[src/rtl/plbk_pkg.sv]
package plbk_pkg;

    localparam int K_MAX_DEF = 16;
    localparam int ID_W      = 24;
    localparam int DIST_W    = 32;
    localparam int KCFG_W    = 5;

    localparam logic REG_NEIGHBOURS_WANTED = 1'b0;
    localparam logic REG_SEARCH_RANGE      = 1'b1;

    // controller -> datapath
    typedef struct packed {
        logic accept;   // input word taken this cycle
        logic emit_pop; // current output word taken, advance
    } plbk_cmd_t;

    // datapath -> controller
    typedef struct packed {
        logic emit_start; // accepted word ended a query
        logic emit_done;  // final output word taken
    } plbk_sts_t;

endpackage

[src/rtl/plbk_ctrl.sv]
module plbk_ctrl (
    input  logic               aclk,
    input  logic               aresetn,
    input  logic               s_tvalid,
    output logic               s_tready,
    input  logic               m_tready,
    output logic               m_tvalid,
    output plbk_pkg::plbk_cmd_t cmd,
    input  plbk_pkg::plbk_sts_t sts
);
    localparam logic [1:0] ST_RUN  = 2'd0;
    localparam logic [1:0] ST_EMIT = 2'd1;

    logic [1:0] state_reg, state_next;

    always_comb begin
        state_next = state_reg;
        case (state_reg)
            ST_RUN:  if (sts.emit_start) state_next = ST_EMIT;
            ST_EMIT: if (sts.emit_done) state_next = ST_RUN;
            default: state_next = ST_RUN;
        endcase
    end

    always_ff @(posedge aclk) begin
        if (!aresetn) state_reg <= ST_RUN;
        else state_reg <= state_next;
    end

    assign s_tready     = (state_reg == ST_RUN);
    assign m_tvalid     = (state_reg == ST_EMIT);
    assign cmd.accept   = s_tvalid && s_tready;
    assign cmd.emit_pop = m_tvalid && m_tready;

    a_no_accept_in_emit: assert property (@(posedge aclk) disable iff (!aresetn)
        (state_reg == ST_EMIT) |-> !cmd.accept) else $error("accept during emit");
    a_emit_follows: assert property (@(posedge aclk) disable iff (!aresetn)
        sts.emit_start |=> m_tvalid) else $error("emit not started");
    a_done_pop: assert property (@(posedge aclk) disable iff (!aresetn)
        sts.emit_done |-> cmd.emit_pop) else $error("done without pop");
endmodule

[src/rtl/plbk_dp.sv]
module plbk_dp #(
    parameter int K_MAX = plbk_pkg::K_MAX_DEF
) (
    input  logic                         aclk,
    input  logic                         aresetn,
    input  logic                         cfg_valid,
    input  logic                         cfg_index,
    input  logic [31:0]                  cfg_data,
    input  logic [plbk_pkg::ID_W-1:0]    in_id,
    input  logic [plbk_pkg::DIST_W-1:0]  in_q,
    input  logic [plbk_pkg::DIST_W-1:0]  in_t,
    input  logic                         in_first,
    input  logic                         in_lastp,
    input  logic                         in_lasto,
    input  plbk_pkg::plbk_cmd_t          cmd,
    output plbk_pkg::plbk_sts_t          sts,
    output logic                         out_found,
    output logic [plbk_pkg::ID_W-1:0]    out_id,
    output logic [plbk_pkg::DIST_W-1:0]  out_bound,
    output logic                         out_last
);
    localparam int CW = $clog2(K_MAX + 1);
    localparam int IW = (K_MAX > 1) ? $clog2(K_MAX) : 1;
    localparam int DW = plbk_pkg::DIST_W;

    logic [plbk_pkg::KCFG_W-1:0] kcfg_reg;
    logic [DW-1:0]               range_reg;
    logic [DW-1:0]               rmax_reg;
    logic                        drop_reg;
    logic [DW:0]                 limit_reg;
    logic [DW-1:0]               bb_reg [K_MAX];
    logic [plbk_pkg::ID_W-1:0]   bi_reg [K_MAX];
    logic [CW-1:0]               cnt_reg;
    logic [CW-1:0]               ocnt_reg;
    logic [IW-1:0]               optr_reg;

    logic [CW-1:0] keff;
    logic [DW:0]   lim_cfg, lim0;
    logic [CW-1:0] cnt0, ccl;
    logic [DW-1:0] rmax0, diff, bnd;
    logic          drop0, dropped, ends, ins, full;
    logic [DW-1:0] kth;
    logic [K_MAX-1:0] gt;
    logic [CW-1:0] newc;
    logic [CW-1:0] cnt_upd;

    always_comb begin
        if (kcfg_reg == '0) keff = CW'(1);
        else if (32'(kcfg_reg) > K_MAX) keff = CW'(K_MAX);
        else keff = CW'(kcfg_reg);
    end

    assign lim_cfg = (range_reg == '0) ? {1'b1, {DW{1'b0}}} : {1'b0, range_reg};
    assign lim0  = in_first ? lim_cfg : limit_reg;
    assign cnt0  = in_first ? '0 : cnt_reg;
    assign rmax0 = in_first ? '0 : rmax_reg;
    assign drop0 = in_first ? 1'b0 : drop_reg;
    assign diff  = (in_q >= in_t) ? in_q - in_t : in_t - in_q;
    assign dropped = drop0 || ({1'b0, diff} > lim0);
    assign bnd   = (!dropped && diff > rmax0) ? diff : rmax0;
    assign ends  = in_lastp || in_lasto;
    assign ccl   = (cnt0 > keff) ? keff : cnt0;
    assign kth   = bb_reg[IW'(keff - CW'(1))];
    assign full  = (ccl == keff);
    assign ins   = ends && !dropped && !(full && bnd >= kth);
    assign newc  = full ? ccl : ccl + CW'(1);
    // held count is trimmed to k only when a surviving object is offered
    assign cnt_upd = ins ? newc : ((ends && !dropped) ? ccl : cnt0);

    always_comb begin
        for (int i = 0; i < K_MAX; i++) gt[i] = bb_reg[i] > bnd;
    end

    always_ff @(posedge aclk) begin
        if (!aresetn) begin
            kcfg_reg  <= plbk_pkg::KCFG_W'(1);
            range_reg <= '0;
            rmax_reg  <= '0;
            drop_reg  <= 1'b0;
            limit_reg <= {1'b1, {DW{1'b0}}};
            cnt_reg   <= '0;
            ocnt_reg  <= '0;
            optr_reg  <= '0;
        end else begin
            if (cfg_valid) begin
                if (cfg_index == plbk_pkg::REG_NEIGHBOURS_WANTED)
                    kcfg_reg <= cfg_data[plbk_pkg::KCFG_W-1:0];
                else range_reg <= cfg_data;
            end
            if (cmd.accept) begin
                rmax_reg  <= ends ? '0 : bnd;
                drop_reg  <= ends ? 1'b0 : dropped;
                limit_reg <= lim0;
                cnt_reg   <= cnt_upd;
                if (ins) begin
                    // parallel sorted insert: shift entries above bnd up one
                    for (int i = 0; i < K_MAX; i++) begin
                        if (CW'(i) < newc) begin
                            if (gt[i] || CW'(i) >= ccl) begin
                                if (i == 0 || !gt[(i > 0) ? i - 1 : 0]
                                    || CW'(i - 1) >= ccl) begin
                                    bb_reg[i] <= bnd;
                                    bi_reg[i] <= in_id;
                                end else begin
                                    bb_reg[i] <= bb_reg[(i > 0) ? i - 1 : 0];
                                    bi_reg[i] <= bi_reg[(i > 0) ? i - 1 : 0];
                                end
                            end
                        end
                    end
                    // new last entry: bnd itself, or the one shifted up into it
                    if (newc == keff)
                        limit_reg <= {1'b0, (keff == CW'(1) || !gt[IW'(keff - CW'(2))])
                                      ? bnd : bb_reg[IW'(keff - CW'(2))]};
                end
                if (in_lasto) begin
                    ocnt_reg  <= cnt_upd;
                    optr_reg  <= '0;
                    cnt_reg   <= '0;
                    limit_reg <= lim_cfg;
                end
            end else if (cmd.emit_pop) begin
                optr_reg <= optr_reg + IW'(1);
            end
        end
    end

    assign sts.emit_start = cmd.accept && in_lasto;
    assign sts.emit_done  = cmd.emit_pop && out_last;
    assign out_found = (ocnt_reg != '0);
    assign out_id    = out_found ? bi_reg[optr_reg] : '0;
    assign out_bound = out_found ? bb_reg[optr_reg] : '0;
    assign out_last  = !out_found || (CW'(optr_reg) + CW'(1) == ocnt_reg);

    a_cnt_le_k: assert property (@(posedge aclk) disable iff (!aresetn)
        ocnt_reg <= CW'(K_MAX)) else $error("count overflow");
    a_sorted01: assert property (@(posedge aclk) disable iff (!aresetn)
        (cnt_reg > CW'(1)) |-> (bb_reg[0] <= bb_reg[(K_MAX > 1) ? 1 : 0]))
        else $error("list unsorted");
    a_lim_full: assert property (@(posedge aclk) disable iff (!aresetn)
        (cmd.accept && !in_lasto && ins && newc == keff) |=> !limit_reg[DW])
        else $error("limit not set on full");
endmodule

[src/rtl/pivot_lower_bound_knn_core.sv]
// Pivot lower-bound best-k search. Each s_ word is one pivot element of a
// database object: |query_dist - table_dist| is folded into a running max
// per object (its lower bound); an element above the current limit drops the
// object. Surviving objects enter a sorted best-k list via a parallel
// compare-and-shift, and once k entries are held the limit tightens to the
// largest kept bound. Input words are taken one per cycle outside the emit
// phase. A word with last_object set ends the query; as it is taken the held
// count clears and the limit reloads from search_range. Input stalls while
// the list goes out on m_, one word per cycle while m_tready is high (count
// words, or one for an empty list with found=0). Config (cfg_index 0 =
// neighbours_wanted, 1 = search_range) is always ready; write only while idle.
module pivot_lower_bound_knn_core #(
    parameter int K_MAX = plbk_pkg::K_MAX_DEF
) (
    input  logic         aclk,
    input  logic         aresetn,
    input  logic         cfg_valid,
    output logic         cfg_ready,
    input  logic         cfg_index,
    input  logic [31:0]  cfg_data,
    input  logic         s_tvalid,
    output logic         s_tready,
    // tdata: obj_index[23:0], query_dist[55:24], table_dist[87:56]
    input  logic [87:0]  s_tdata,
    // tuser: first_of_query[0], last_pivot[1]
    input  logic [1:0]   s_tuser,
    input  logic         s_tlast,   // last_object
    output logic         m_tvalid,
    input  logic         m_tready,
    // tdata: neighbour_id[23:0], lower_bound[55:24]
    output logic [55:0]  m_tdata,
    output logic         m_tuser,   // found
    output logic         m_tlast
);
    plbk_pkg::plbk_cmd_t cmd;
    plbk_pkg::plbk_sts_t sts;
    logic [plbk_pkg::ID_W-1:0]   oid;
    logic [plbk_pkg::DIST_W-1:0] obnd;

    assign cfg_ready = 1'b1;

    plbk_ctrl u_ctrl (
        .aclk, .aresetn, .s_tvalid, .s_tready, .m_tready, .m_tvalid, .cmd, .sts
    );

    plbk_dp #(.K_MAX(K_MAX)) u_dp (
        .aclk, .aresetn,
        .cfg_valid (cfg_valid),
        .cfg_index (cfg_index),
        .cfg_data  (cfg_data),
        .in_id     (s_tdata[23:0]),
        .in_q      (s_tdata[55:24]),
        .in_t      (s_tdata[87:56]),
        .in_first  (s_tuser[0]),
        .in_lastp  (s_tuser[1]),
        .in_lasto  (s_tlast),
        .cmd, .sts,
        .out_found (m_tuser),
        .out_id    (oid),
        .out_bound (obnd),
        .out_last  (m_tlast)
    );

    assign m_tdata = {obnd, oid};
endmodule

[config.mk]
export PLATFORM = sky130hd
export DESIGN_NAME = pivot_lower_bound_knn_core
export DESIGN_NICKNAME = d
export VERILOG_FILES = /design/src/rtl/plbk_pkg.sv /design/src/rtl/plbk_ctrl.sv /design/src/rtl/plbk_dp.sv /design/src/rtl/pivot_lower_bound_knn_core.sv
export SDC_FILE = /design/constraint.sdc
export NUM_CORES = 2
export LEC_CHECK = 0
export BUFFER_PORTS_ARGS = -buffer_cell sky130_fd_sc_hd__buf_2
export CAP_MARGIN = 15
export CORE_MARGIN = 3
export CORE_UTILIZATION = 55
export DETAILED_ROUTE_END_ITERATION = 10
export PLACE_DENSITY = 0.73
export SKIP_CTS_REPAIR_TIMING = 1
export SYNTH_ARGS = -nofsm -noshare
export SYNTH_HDL_FRONTEND = slang
export SYNTH_SLANG_ARGS = --single-unit
[constraint.sdc]
create_clock -name aclk -period 23.5 [get_ports aclk]
set_clock_uncertainty 0.2 [all_clocks]
set_input_delay 4.7 -clock aclk [delete_from_list [all_inputs] [get_ports aclk]]
set_output_delay 4.7 -clock aclk [all_outputs]
set_load 0.05 [all_outputs]
# Word-level counts from Yosys, hierarchy flattened
# Memory sizes are Yosys's and may differ from the RTL's. A register that Yosys moved wholly into a read port is not among the register bits.
# Cells that the tools add are included.
totals:
  ff_bits: 119
  ram_bits: 896
  input_bits: 129
  wordCells: 464
  mem_count: 2
mem_list:
  columns: ["memory", "words", "width", "read_ports", "rd_clocked_by_memory_dff", "wr", "line", "source"]
  rows:
  - ["u_dp.bb_reg", 16, 32, 19, 1, 16, "plbk_dp.sv:31", "logic [DW-1:0] bb_reg [K_MAX];"]
  - ["u_dp.bi_reg", 16, 24, 16, 1, 16, "plbk_dp.sv:32", "logic [plbk_pkg::ID_W-1:0] bi_reg [K_MAX];"]
classes:
  add_sub_neg: 7
  magnitude_cmp: 55
  n_eq_ne: 8
  n_mux: 280
  n_bitwise: 31
  reduce_logical: 72
ops:
  columns: ["operator", "n"]
  rows:
  - ["$mux W32", 21]
  - ["$gt A32 B32 Y1", 17]
  - ["$mux W24", 16]
  - ["$mux W1", 219]
  - ["$mux W33", 5]
  - ["$ge A32 B32 Y1", 2]
  - ["$sub A32 B32 Y32", 2]
  - ["$ge A4 B5 Y1 const A", 8]
  - ["$lt A4 B5 Y1 const A", 8]
  - ["$mux W5", 8]
  - ["$logic_or A1 B1 Y1", 35]
  - ["$gt A32 B33 Y1", 1]
  - ["$logic_not A32 Y1", 1]
  - ["$or A1 B1 Y1", 30]
  - ["$mux W4", 7]
  - ["$ge A3 B5 Y1 const A", 4]
  - ["$lt A3 B5 Y1 const A", 4]
  - ["$logic_not A1 Y1", 19]
  - ["$eq A5 B5 Y1", 3]
  - ["$ge A1 B5 Y1 const A", 2]
  - ["$ge A2 B5 Y1 const A", 2]
  - ["$lt A1 B5 Y1 const A", 2]
  - ["$lt A2 B5 Y1 const A", 2]
  - ["$reduce_and A2 Y1", 5]
  - ["20 further kinds", 30]

# Logic depth before layout (Yosys ltp)
depth:
  ltp_word: 19
  depth_mapped: 46

# Hierarchy
# From an unflattened synthesis, not the netlist that was laid out.
unflattened:
  hier_cells: 7003
  area_unflattened_um2: 77375.5
by_module_without_submodules:
  columns: ["module", "n_inst", "cells_each", "area_per_inst_um2", "seq_area_each_um2"]
  rows:
  - ["plbk_dp", 1, 6995, 77314.2, 29328.1]
  - ["plbk_ctrl", 1, 6, 50.0, 20.0]
  - ["pivot_lower_bound_knn_core", 1, 2, 11.3, 0.0]

# Worst setup path after synthesis
# No wires, ideal clock.
synth_timing:
  kind: "input port to flip-flop"
  from: "input port s_tdata[47]"
  to: "memory u_dp.bb_reg[14][23] (netlist bit) (data pin)"
  arrival_ps: 18408
  slack_ps: 4632
  cell_stages: 39
  n_path_buf: 6
  cell_sequence: "inv_1 -> ha_1 -> buf_2 -> and4_4 -> nand2_1 -> or4_1 -> a21oi_2 -> or3_1 -> clkbuf_1 -> mux2i_1 -> a2bb2oi_1 -> o211a_1 -> o31ai_1 -> xor2_1 -> ha_1 -> nand3_1 -> or3_1 -> or4_1 -> [... 3 more ...] -> clkbuf_1 -> o2111ai_1 -> o221ai_1 -> clkbuf_1 -> inv_1 -> ha_1 -> nand2_1 -> or4_1 -> nor4_1 -> and3_1 -> o21ai_0 -> o21a_1 -> a211o_1 -> a221oi_1 -> and3_1 -> buf_2 -> buf_4 -> mux2_2"
synth_lines:
  columns: ["item", "line", "source"]
  rows:
  - ["from (decl)", "pivot_lower_bound_knn_core.sv:24", "input logic [87:0] s_tdata,"]
  - ["to (decl)", "plbk_dp.sv:31", null]

==> metrics <==
Crit Path Category input port to flop; Post-Synthesis Cells approximately 7,000; DRC 0; max FFs per register 512; GPL Wtd Cong approximately 1; Die Y about 380 um; PD cells 75.9 nW/um^2; # H-tree levels 3; Max Cap Viol 0; post-synth top area share roughly a third; DP Wirelength 204,000 um; Final Cycle Share approximately three quarters; Synth cell types around 100; Seq cells post-synth around 1,000; area of the multi-input gates 46,100 um^2; CP Max Fanout 53; total track usage approximately two fifths; Synth Warn # 0; drt pass-1 iters 9; most common cell in the netlist edfxtp_1; Synth Area per Inst 11.3 um^2; Placed Area about 80,000 um^2; Slew @ Worst Pin around 1.3 ns; Avg WL per Cell between 30 and 40 um; Crit path largest cell delay 0.83 ns; Detailed Route Iter0 Violations 9,284; vias per cell roughly 7.3; max frequency 57.2 MHz; deepest clock path buffer count 3; CP Launch Type input port; Fin Hold WS approximately 0.28 ns; Worst Reg2Reg Path Length in Cells 21; Finished Cell Area between 80,000 and 90,000 um^2; Clock Sinks between 1,000 and 1,500; fillcell total roughly 11,000; insertion delay to the later sink of the worst-skew pair approximately 0.82 ns; RSZ-0062 raised after global routing no; VDD IR max roughly 0.067 mV; Core ar. between 100,000 and 150,000 um^2; GRT Residual Overflow 0; LEAKAGE between 30 and 40 nW; Main synth FF type edfxtp_1; Via Count approximately 65,000; final layout net count about 7,700; die width roughly 380 um; register area 29,400 um^2; crit-path most repeated cell buf_4; Slew Limit Fails 0; antenna-violating nets left 0; critical path's slowest cell nor4_1; class of the worst hold path flop to flop; critical path endpoint category flop; vias in the first global route about 60,000; Port Buffers approximately 190; CP delay by family, top simple AND/OR/NAND/NOR gates; Post-synth ARST share 0%; Post-synth EDFFs approximately 900; CTS root buf clkbuf_16; status complete, no violations; CTS tree built; Rel. slew slack 11.6%; Final min period between 15 and 20 ns; synthesized area approximately 78,000 um^2; IO Pins between 150 and 200; clk slew on worst S/H paths about 0.07 ns; die area about 150,000 um^2; critical path depth in cells 38; CTS buffer count roughly 110; final hold vios 0; share of cells above drive strength 1 between 20% and 30%; initial core utilization a little under three fifths; synthesized net count ~7,700; initial antenna violation count 32; # setup viols final 0; total negative slack 0 ns; WHS Path Cells 2; Arrival @ worst endpoint ~18 ns; row count between 100 and 150; Worst Path Buf+Inv 7; first-pass GRT wire length about 430,000 um; sequential area share after synthesis a little under two fifths; Post-synth top cells edfxtp_1 (896), nand2_1 (829), mux2_2 (673), ha_1 (668), mux4_2 (472); Synth area leader edfxtp_1; worst endpoint required time ~24 ns; Area contributors post-synth edfxtp_1 (34%), mux4_2 (14%), ha_1 (11%); Post-Route WL between 300,000 and 400,000 um; Layout area overhead 8.50%; pin count of the biggest net entering global routing between 150 and 200
report_power, final:
group          switching (W)  internal [W]  total, W
registers          0.0000311       0.00209   0.00212
clock network       0.000830       0.00103   0.00186
logic                0.00154      0.000912   0.00245
cell usage in the layout (no fill, tap or decap), types with 21 or more instances in the layout:
| cell | Yosys | routed |
|---|---|---|
| buf_2 | 79 | 187 |
| nor2_1 | 288 | 286 |
| nor3_1 | 94 | 89 |
| o21bai_1 | 26 | 26 |
| a22oi_1 | 39 | 39 |
| clkbuf_16 | 0 | 115 |
| mux2_2 | 673 | 673 |
| dfxtp_1 | 122 | 118 |
| or3_1 | 42 | 42 |
| ha_1 | 668 | 666 |
| mux2_1 | 56 | 56 |
| o211ai_1 | 24 | 24 |
| a31oi_1 | 147 | 147 |
| a211oi_1 | 90 | 89 |
| clkinv_1 | 1 | 26 |
| a21boi_0 | 77 | 77 |
| nand2_1 | 829 | 827 |
| o21a_1 | 32 | 32 |
| mux2i_1 | 75 | 74 |
| nor2b_1 | 128 | 126 |
| mux4_2 | 472 | 472 |
| nor4_1 | 23 | 23 |
| nand4_1 | 117 | 117 |
| buf_4 | 32 | 140 |
| xnor2_1 | 28 | 25 |
| nand3_1 | 101 | 101 |
| inv_1 | 237 | 236 |
| o21ai_0 | 150 | 149 |
| a21oi_1 | 399 | 397 |
| edfxtp_1 | 896 | 896 |
| clkinv_2 | 0 | 21 |
| and3_1 | 137 | 134 |
| a21o_1 | 181 | 181 |
through the flow:
stage / worst slack [ns] / total power [W] / cells / utilization (%)
5_1_grt: 5.49 / 0.00666 / 8861 / 60.4
6_report: 6.02 / 0.00643 / 8876 / 60.4
2_1_floorplan: 4.63 / 0.00369 / 6915 / -
3_3_place_gp: 5.53 / 0.00445 / 8640 / 57.6
4_1_cts: 5.98 / 0.00635 / 8858 / 60.4
3_5_place_dp: 5.15 / 0.00450 / 8642 / 57.7
final timing paths:
| kind | from | to | slack, ns |
|---|---|---|---|
| setup reg to reg | u_dp.kcfg_reg[1]$_SDFFE_PN0P_ | u_dp.bi_reg[11][22]$_DFFE_PP_ | 13.15 |
| hold / removal | u_dp.rmax_reg[30]$_SDFFE_PN0P_ | u_dp.rmax_reg[30]$_SDFFE_PN0P_ | 0.28 |
| setup / recovery | s_tdata[44] | u_dp.bb_reg[5][18]$_DFFE_PP_ | 6.02 |
| hold reg to reg | u_dp.rmax_reg[30]$_SDFFE_PN0P_ | u_dp.rmax_reg[30]$_SDFFE_PN0P_ | 0.28 |
cells by family (layout without fill, tap and decap cells):
family	Yosys count	in the layout	synth area share (%)
mux	1276	1276	25.1
buf+inv	721	791	3.84
fa+ha+maj	670	670	10.8
other cells	1	16	0.00480
flops	1018	1018	37.6
simple gates	1859	1859	11.2
compound gates	1324	1324	11.0
xor+xnor	46	46	0.516
metal layers:
metal | GRT usage, % | part of all wire, % | up-vias
met3 | 11.6 | 13 | 1101
met1 | 52.1 | 36 | 31900
met2 | 61.1 | 44 | 5082
li1 | - | - | 26700
met5 | 0.265 | 0.052 | -
met4 | 22.9 | 7.0 | 18
worst register-to-register path, cell delays in order, from the launching register on:
cell	delay [ns]
dfxtp_1	0.45
nor2b_4	0.18
buf_4	0.65
inv_8	0.43
ha_4	0.88
buf_4	0.81
mux4_2	0.69
mux4_2	0.48
inv_1	0.08
ha_1	0.22
and4_1	0.23
a21oi_1	0.15
nand2_1	0.12
a221oi_1	0.28
o21ai_0	0.42
a211o_1	0.43
a211o_1	0.62
or2_2	0.60
nor3b_2	0.26
and3_4	0.57
buf_4	0.86
mux2_2	0.56
cell type report:
cell class,instances,area share (%)
inverter,241,1.09
sequential,1018,34.6
tap,1876,2.77
clock buffer,138,3.56
antenna,15,0.0443
multi-input combinational,5176,54.4
clock inverter,78,0.982
timing repair buffer,334,2.47
No activity file was read; power rests on OpenSTA's default activity.
